`src/design/cbs_pkg.sv`:
```
// ----------------------------------------------------------------------------
// cbs_pkg: shared types and constants for the B-spline path smoother
// Default sizes, weight format and the tag word that travels with a sample.
// ----------------------------------------------------------------------------
package cbs_pkg;

  localparam int SAMPLES_DEF = 20;
  localparam int COORD_DEF   = 32;

  // weights are unsigned Q0.16; one extra bit so that 1.0 fits
  localparam int FRAC_W   = 16;
  localparam int WGT_W    = FRAC_W + 1;
  localparam int WGT_ONE  = 1 << FRAC_W;

  typedef struct packed {
    logic vld;
    logic run_last;
    logic path_done;
  } cbs_tag_t;

endpackage

```
`src/design/cbs_weights.sv`:
```
// ----------------------------------------------------------------------------
// cbs_weights: cubic B-spline basis weight table
// Four Q0.16 weights per sample index, built at elaboration.
// ----------------------------------------------------------------------------
module cbs_weights #(
  parameter int S = cbs_pkg::SAMPLES_DEF
) (
  input  logic [$clog2(S)-1:0]   k,
  output logic [cbs_pkg::WGT_W-1:0] w [4]
);
  import cbs_pkg::*;

  localparam longint SL = S;
  localparam longint D  = 6 * SL * SL * SL;

  logic [WGT_W-1:0] tbl [S][4];

  for (genvar kk = 0; kk < S; kk++) begin : g_k
    localparam longint K  = kk;
    localparam longint R  = SL - K;
    // round half up to Q0.16
    localparam longint W0 = (R * R * R * 131072 + D) / (2 * D);
    localparam longint W2 = ((-3 * K * K * K + 3 * K * K * SL + 3 * K * SL * SL
                              + SL * SL * SL) * 131072 + D) / (2 * D);
    localparam longint W3 = (K * K * K * 131072 + D) / (2 * D);
    // weight 1 absorbs the rounding so the four sum to exactly 1.0
    localparam longint W1 = WGT_ONE - W0 - W2 - W3;

    assign tbl[kk][0] = WGT_W'(W0);
    assign tbl[kk][1] = WGT_W'(W1);
    assign tbl[kk][2] = WGT_W'(W2);
    assign tbl[kk][3] = WGT_W'(W3);
  end

  always_comb begin
    for (int i = 0; i < 4; i++) begin
      w[i] = tbl[k][i];
    end
  end

endmodule

```
`src/design/cbs_seq.sv`:
```
// ----------------------------------------------------------------------------
// cbs_seq: waypoint window and sample sequencer
// Holds the last three waypoints, latches the control points of one job and
// issues one sample (control points, weights, tag) per advancing cycle.
// ----------------------------------------------------------------------------
module cbs_seq #(
  parameter int S  = cbs_pkg::SAMPLES_DEF,
  parameter int CW = cbs_pkg::COORD_DEF
) (
  input  logic                        clk,
  input  logic                        rst_n,
  input  logic                        en,
  input  logic                        in_valid,
  output logic                        in_stall,
  input  logic signed [CW-1:0]        in_point_x,
  input  logic signed [CW-1:0]        in_point_y,
  input  logic                        in_path_end,
  output cbs_pkg::cbs_tag_t           iss_tag,
  output logic signed [CW-1:0]        iss_x [4],
  output logic signed [CW-1:0]        iss_y [4],
  output logic [cbs_pkg::WGT_W-1:0]   iss_w [4]
);
  import cbs_pkg::*;

  localparam int KW = $clog2(S);
  localparam logic [1:0] SEEN_STREAM = 2'd3;
  localparam logic [1:0] RAW_LAST    = 2'd3;

  typedef enum logic [1:0] {PH_IDLE, PH_SEG_A, PH_SEG_B, PH_RAW} phase_t;

  phase_t            phase_r, phase_nxt;
  logic [1:0]        seen_r, seen_nxt;
  logic [KW-1:0]     k_r, k_nxt;
  logic [1:0]        raw_idx_r, raw_idx_nxt;
  logic              two_r, two_nxt;
  logic              end_r, end_nxt;
  logic signed [CW-1:0] win_x_r [3], win_x_nxt [3];
  logic signed [CW-1:0] win_y_r [3], win_y_nxt [3];
  logic signed [CW-1:0] jp_x_r [4], jp_x_nxt [4];
  logic signed [CW-1:0] jp_y_r [4], jp_y_nxt [4];

  logic              k_last;
  logic              fin_issue;
  logic              take;
  logic [WGT_W-1:0]  tbl_w [4];

  cbs_weights #(.S(S)) u_weights (
    .k (k_r),
    .w (tbl_w)
  );

  always_comb begin
    k_last    = (k_r == KW'(S - 1));
    fin_issue = ((phase_r == PH_SEG_A) && k_last && !two_r) ||
                ((phase_r == PH_RAW) && (raw_idx_r == RAW_LAST));
    in_stall  = !((phase_r == PH_IDLE) || (en && fin_issue));
    take      = in_valid && !in_stall;

    phase_nxt   = phase_r;
    seen_nxt    = seen_r;
    k_nxt       = k_r;
    raw_idx_nxt = raw_idx_r;
    two_nxt     = two_r;
    end_nxt     = end_r;
    win_x_nxt   = win_x_r;
    win_y_nxt   = win_y_r;
    jp_x_nxt    = jp_x_r;
    jp_y_nxt    = jp_y_r;

    if (en) begin
      case (phase_r)
        PH_SEG_A: begin
          if (k_last) begin
            k_nxt     = '0;
            phase_nxt = two_r ? PH_SEG_B : PH_IDLE;
          end else begin
            k_nxt = k_r + 1'b1;
          end
        end
        PH_SEG_B: begin
          if (k_last) begin
            k_nxt       = '0;
            raw_idx_nxt = RAW_LAST;
            phase_nxt   = PH_RAW;
          end else begin
            k_nxt = k_r + 1'b1;
          end
        end
        PH_RAW: begin
          if (raw_idx_r == RAW_LAST) begin
            phase_nxt = PH_IDLE;
          end else begin
            raw_idx_nxt = raw_idx_r + 1'b1;
          end
        end
        default: begin
          phase_nxt = PH_IDLE;
        end
      endcase
    end

    if (take) begin
      // control points: p0 doubles the first point when the path starts
      jp_x_nxt[0] = (seen_r == 2'd2) ? win_x_r[1] : win_x_r[0];
      jp_y_nxt[0] = (seen_r == 2'd2) ? win_y_r[1] : win_y_r[0];
      jp_x_nxt[1] = win_x_r[1];
      jp_y_nxt[1] = win_y_r[1];
      jp_x_nxt[2] = win_x_r[2];
      jp_y_nxt[2] = win_y_r[2];
      jp_x_nxt[3] = in_point_x;
      jp_y_nxt[3] = in_point_y;
      end_nxt     = in_path_end;
      k_nxt       = '0;
      two_nxt     = in_path_end;

      if (in_path_end && (seen_r != SEEN_STREAM)) begin
        // short path: held points then the new one, raw
        phase_nxt   = PH_RAW;
        raw_idx_nxt = RAW_LAST - seen_r;
      end else if (seen_r >= 2'd2) begin
        phase_nxt = PH_SEG_A;
      end else begin
        phase_nxt = PH_IDLE;
      end

      win_x_nxt[0] = win_x_r[1];
      win_x_nxt[1] = win_x_r[2];
      win_x_nxt[2] = in_point_x;
      win_y_nxt[0] = win_y_r[1];
      win_y_nxt[1] = win_y_r[2];
      win_y_nxt[2] = in_point_y;

      if (in_path_end) begin
        seen_nxt = '0;
      end else if (seen_r != SEEN_STREAM) begin
        seen_nxt = seen_r + 1'b1;
      end
    end
  end

  // issue word for the blend pipeline
  always_comb begin
    iss_tag.vld       = (phase_r != PH_IDLE);
    iss_tag.run_last  = fin_issue;
    iss_tag.path_done = fin_issue && end_r;
    iss_w             = tbl_w;
    iss_x             = jp_x_r;
    iss_y             = jp_y_r;
    case (phase_r)
      PH_SEG_B: begin
        iss_x[0] = jp_x_r[1];
        iss_x[1] = jp_x_r[2];
        iss_x[2] = jp_x_r[3];
        iss_y[0] = jp_y_r[1];
        iss_y[1] = jp_y_r[2];
        iss_y[2] = jp_y_r[3];
      end
      PH_RAW: begin
        // raw point goes through slot 1 at weight 1.0; other slots may hold
        // points never written on a short path, so they are zeroed
        iss_x    = '{default: '0};
        iss_y    = '{default: '0};
        iss_x[1] = jp_x_r[raw_idx_r];
        iss_y[1] = jp_y_r[raw_idx_r];
        iss_w[0] = '0;
        iss_w[1] = WGT_W'(WGT_ONE);
        iss_w[2] = '0;
        iss_w[3] = '0;
      end
      default: begin
        iss_x = jp_x_r;
        iss_y = jp_y_r;
      end
    endcase
  end

  always_ff @(posedge clk) begin
    if (!rst_n) begin
      phase_r <= PH_IDLE;
      seen_r  <= '0;
    end else begin
      phase_r <= phase_nxt;
      seen_r  <= seen_nxt;
    end
    k_r       <= k_nxt;
    raw_idx_r <= raw_idx_nxt;
    two_r     <= two_nxt;
    end_r     <= end_nxt;
    win_x_r   <= win_x_nxt;
    win_y_r   <= win_y_nxt;
    jp_x_r    <= jp_x_nxt;
    jp_y_r    <= jp_y_nxt;
  end

endmodule

```
`config.mk`:
```
export PLATFORM = sky130hd
export DESIGN_NAME = cbs_seq
export DESIGN_NICKNAME = d
export VERILOG_FILES = /design/src/design/cbs_pkg.sv /design/src/design/cbs_weights.sv /design/src/design/cbs_seq.sv
export SDC_FILE = /design/constraint.sdc
export NUM_CORES = 1
export LEC_CHECK = 0
export ABC_AREA = 1
export CORE_MARGIN = 4
export CORE_UTILIZATION = 40
export DETAILED_ROUTE_END_ITERATION = 16
export DONT_BUFFER_PORTS = 1
export PLACE_DENSITY = 0.51
export RECOVER_POWER = 50
export SYNTH_ARGS = -nofsm -noshare
export SYNTH_HDL_FRONTEND = slang
export SYNTH_HIERARCHICAL = 1
export SYNTH_SLANG_ARGS = --single-unit
export TNS_END_PERCENT = 10
```
`constraint.sdc`:
```
create_clock -name clk -period 6.65 [get_ports clk]
set_input_delay 0.9975 -clock clk [delete_from_list [all_inputs] [get_ports clk]]
set_output_delay 0.9975 -clock clk [all_outputs]
set_load 0.01 [all_outputs]
```
# ---- Word-level counts from Yosys, hierarchy flattened
# Memories as Yosys holds them, arrays and structs flattened.
# Index checks and enable logic that the tools add are counted.
dict set report word_totals {
  ff_bits 268
  in_bits 69
  mem_count 1
  out_inout_bits 328
  wordCells 85
  mem_bits_ro 2176
}
dict set report classes {
  order_cmp 3
  muxes 33
  reduce_logical 19
  bitwise 2
  n_eq_ne 10
  n_addsub 4
}
# name depth width rd rd_ports_with_merged_regs write_ports line_no
set memory_table {}
lappend memory_table {{(no name shown)} 32 68 1 0 0 cbs_weights.sv:37} ;# w[i] = tbl[k][i];
# cell count
set ops {}
lappend ops {{$pmux W96 S2} 2}
lappend ops {{$mux W32} 8}
lappend ops {{$mux W68} 3}
lappend ops {{$bmux W32 S2} 2}
lappend ops {{$mux W2} 14}
lappend ops {{$eq A2 B2 Y1 const B} 4}
lappend ops {{$logic_and A1 B1 Y1} 7}
lappend ops {{$ge A6 B6 Y1 const B} 1}
lappend ops {{$ne A3 B3 Y1 const B} 2}
lappend ops {{$not A5 Y6} 1}
lappend ops {{$pmux W2 S3} 1}
lappend ops {{$reduce_bool A2 Y1} 3}
lappend ops {{$add A5 B1 Y5 const B} 1}
lappend ops {{$eq A5 B5 Y1 const B} 1}
lappend ops {{$mux W5} 1}
lappend ops {{$add A2 B1 Y2 const B} 2}
lappend ops {{$pmux W2 S2} 1}
lappend ops {{$reduce_and A2 Y1} 2}
lappend ops {{$reduce_and A4 Y1} 1}
lappend ops {{$ge A3 B3 Y1 const B} 1}
lappend ops {{$ne A3 B2 Y1 const B} 1}
lappend ops {{$not A2 Y3} 1}
lappend ops {{$eq A2 B1 Y1 const B} 1}
lappend ops {{$ge A2 B2 Y1 const B} 1}
lappend ops {{7 further kinds} 9}

# ---- Logic depth before layout (Yosys ltp)
dict set report logic_depth {
  word_depth 9
  mapped_depth 13
  depth_no_buf 13
}

# ---- Hierarchy
# Netlist, hierarchy kept.
# module area_per_inst_um2 seq_area_each_um2 instances cells_per_inst
set modules_own_cells {}
lappend modules_own_cells {cbs_seq 14057.2 7937.6 1 1528}
lappend modules_own_cells {cbs_weights 1418.9 0.0 1 285}

# ---- Least setup slack after synthesis
# Ideal clock, no wire load.
dict set report synth_path {
  path_kind {register to register}
  startpoint {register k_r[0]}
  endpoint {register end_r, enable pin}
  t_arrival_ns 4.134
  path_buffers 0
  stages_incl_launch_ff 10
  required_time_ns 6.154
  setup_ns 0.496
  slack_ns 2.019
  period_less_slack_ns 4.631
  path_cell_list {dfxtp_1 -> ha_1 -> nand2_1 -> inv_1 -> nand3_1 -> nand2_1 -> nand2_1 -> nand2_2 -> nand2_2 -> inv_2}
}
dict set report synth_via {
  elab_chain_cells 7
}
# element line_no
set synth_rtl {}
lappend synth_rtl {{start, declared} cbs_seq.sv:33} ;# logic [KW-1:0] k_r, k_nxt;
lappend synth_rtl {{start signal, assigned} cbs_seq.sv:185} ;# k_r <= k_nxt;
lappend synth_rtl {{$eq A5 B5 Y1} cbs_seq.sv:53} ;# k_last = (k_r == KW'(S - 1));
lappend synth_rtl {{$logic_and A1 B1 Y1 (2 in series)} cbs_seq.sv:54} ;# fin_issue = ((phase_r == PH_SEG_A) && k_last && !two_r) ||
lappend synth_rtl {{$logic_or A1 B1 Y1} cbs_seq.sv:54}
lappend synth_rtl {{via fin_issue} cbs_seq.sv:43} ;# logic fin_issue;
lappend synth_rtl {{$logic_and A1 B1 Y1} cbs_seq.sv:56} ;# in_stall = !((phase_r == PH_IDLE) || (en && fin_issue));
lappend synth_rtl {{$logic_or A1 B1 Y1} cbs_seq.sv:56}
lappend synth_rtl {{$logic_and A1 B1 Y1} cbs_seq.sv:57} ;# take = in_valid && !in_stall;
lappend synth_rtl {{via take} cbs_seq.sv:44} ;# logic take;
lappend synth_rtl {{end signal, assigned} cbs_seq.sv:188} ;# end_r <= end_nxt;
lappend synth_rtl {{end, declared} cbs_seq.sv:36} ;# logic end_r, end_nxt;
# The timed path passes the listed nets, and every way through them passes these cells.
# A chain may end at the register's enable or synchronous reset.

==> impl_metrics.py <==
metrics = {
    "sta": {
        "worst_pin_slew_ps": 1980,
        "min_period_over_period": 0.778,
        "setup_viol": 0,
        "rsz0062_at_grt": "no",
        "slew_headroom": -0.322,
        "fin_crit_ps": 5170,
        "finalMaxSlewViolations": 142,
        "finalSetupTns_ps": 0,
        "skew_ps": 29.7,
        "fmax_ghz": 0.193,
        "hold_violations": 0,
    },
    "power_and_ir_drop": {
        "ir_drop_v": 0.000403,
        "p_per_area_nw_per_um2": 434,
        "leakage_nw": 6.86,
        "total_power_mw": 7.15,
    },
    "global_routing": {
        "antenna_found_initial": 10,
        "grtUsageMet3": 0.0662,
        "grt_overflow": 0,
        "grt_util_met1": 0.305,
        "met2_usage": 0.332,
        "grt-busiest-layer": "met2",
        "grt_max_degree": 159,
        "grt_pass1_vias": 11930,
        "grt_pass1_wl_mm": 73.0,
        "grt_util_all_layers": 0.219,
    },
    "synthesis": {
        "ys_types": 36,
        "syn_avg_cell_area_um2": 8.54,
        "synthArstFlopShare": 0,
        "yosysWarnings": 6,
        "synth-edff-count": 257,
        "synth_flop_cell": "edfxtp_1",
        "synth_top_area_cell": "edfxtp_1",
        "syn_inst": 1813,
        "ys_ff_latch": 268,
        "netlist_area_um2": 15500,
        "synth_sequential_area_ratio": 0.513,
        "synth.area.top_cells": "edfxtp_1, inv_1, o22ai_1",
        "yosysTopAreaCellShare": 0.499,
    },
    "finish": {
        "stdcell_area_um2": 16500,
        "fin_util": 0.435,
        "fin_nets": 1818,
        "area_growth_pct": 6.50,
        "final_common_cell": "inv_1",
        "drive_above_1_share": 0.0395,
        "final_cell_mix": "inv_1, edfxtp_1, nand2_1",
    },
    "worst_setup_path": {
        "cp_max_fo": 113,
        "crit_chain": "ha_1, buf_4, clkbuf_2, o21ai_0, o221ai_1",
        "worstPathRequired_ps": 5650,
        "crit_slowest_cell": "clkbuf_2",
        "crit_type": "reg2out",
        "cp_slowest_stage_delay_ps": 1580,
        "critPathLaunchType": "register",
        "cp.arrival_ps": 4180,
        "critPathCaptureType": "output port",
    },
    "drt": {
        "firstDrtPassIters": 5,
        "initialDrtViolationCount": 1212,
        "post_drt_wl_per_cell_um": 21.5,
        "routed_wl_mm": 48.7,
        "viasPerCell": 5.63,
        "drc_errors": 0,
        "num_vias": 12730,
        "ant_nets": 0,
    },
    "clock_network": {
        "htree_levels": 1,
        "numCtsBuffers": 31,
        "clock_latency_ps": 560,
        "cts_hold_buf": 0,
        "cts-resized-gates": 0,
        "cts_tree": "built",
        "cts_buffer_depth": 3,
        "post_cts_buffers": 0,
        "cts_root_buf": "clkbuf_16",
        "clk_pin_slew_worst_paths_ps": 60,
        "cts_sinks": 268,
    },
    "placement": {
        "port_buffers": 0,
        "dp_hpwl_mm": 31.3,
        "gp_congestion": 0.879,
        "place_area_um2": 15600,
    },
    "die": {
        "start_util": 0.408,
        "die-height_um": 205,
        "core_um2": 37900,
        "die_area_um2": 41900,
        "pin_count": 397,
        "fp.dieW_um": 205,
        "rows": 71,
    },
    "hold_path": {
        "hold_class": "reg2reg",
    },
    "status": {
        "status": "complete, but fails checks",
        "violations": "capacitance limit, slew limit",
    },
    "flow_run": {
        "max_cap_viol_count": 2,
    },
}
-- cell type report --
class | count | area [um^2]
Antenna cell | 5 | 12.5
Clock buffer | 38 | 802
Clock inverter | 14 | 121
Fill cell | 3842 | 21500
Inverter | 377 | 1440
Multi-Input combinational cell | 1038 | 5430
Sequential cell | 268 | 7940
Tap cell | 511 | 639
Timing Repair Buffer | 11 | 92.6
-- state kept, by name (all words and copies together) (netlist names) --
name	flops
end_r	1
jp_x_r	128
jp_y_r	128
k_r	5
phase_r	2
raw_idx_r	2
seen_r	2
-- cells in the mapped netlist, types with 11 or more instances --
cell      instances
buf_2            61
ha_1             22
o21ai_0         165
nand3_1          43
nor2_1          169
nand2_1         199
o22ai_1         194
o21ai_1          63
edfxtp_1        257
clkbuf_1         49
a21oi_1          80
buf_4            17
o221ai_1         64
dfxtp_1          11
inv_1           369
-- cell families (layout without fill, tap and decap cells) --
logic type	Yosys count	count (layout)	synth area share
AO/OA/AOI/OAI	577	577	0.220
buffers and inverters	514	440	0.137
AND/OR/NAND/NOR	429	429	0.111
flip-flops	268	268	0.513
adder cells (fa/ha/maj)	22	22	0.0178
XOR/XNOR	2	2	0.00113
other	1	13	0.000242
-- per-stage QoR --
step	std cells	hold slack [ps]	worst slack (ps)
2_1_floorplan	1820	426	2020
3_3_place_gp	2205	431	2850
3_5_place_dp	2205	432	2800
4_1_cts	2257	433	2190
5_1_grt	2260	445	1040
6_report	2262	439	1480
-- per-layer routing --
layer	vias up	part of all wire
met1	6072	0.44
met5	-	0.0015
met3	88	0.091
met4	10	0.028
li1	6050	-
met2	510	0.44
-- path summary, 6_finish.rpt --
path	startpoint	end	slack, ps	cells after the start
hold / removal	jp_y_r[6]	jp_y_r[38]	440	0
setup / recovery	phase_r[1]	iss_y[66]	1480	5
setup reg to reg	phase_r[1]	phase_r[0]	2590	10
hold reg to reg	jp_y_r[6]	jp_y_r[38]	440	0
-- where the power goes --
| group | internal [mW] | leakage (nW) | total [mW] | switching [mW] |
|---|---|---|---|---|
| sequential | 2.37 | 2.54 | 2.59 | 0.221 |
| clock | 0.923 | 0.450 | 1.60 | 0.676 |
| combinational | 0.686 | 3.87 | 2.96 | 2.27 |
| total | 3.98 | 6.86 | 7.15 | 3.17 |
-- worst max-delay path, delay by kind of cell (launching register included) --
family	cells	cell delay [ps]
adder cells (fa/ha/maj)	1	210
buffers and inverters	2	2400
AO/OA/AOI/OAI	2	510
flip-flops	1	380
Power figures use the tool's default switching activity.
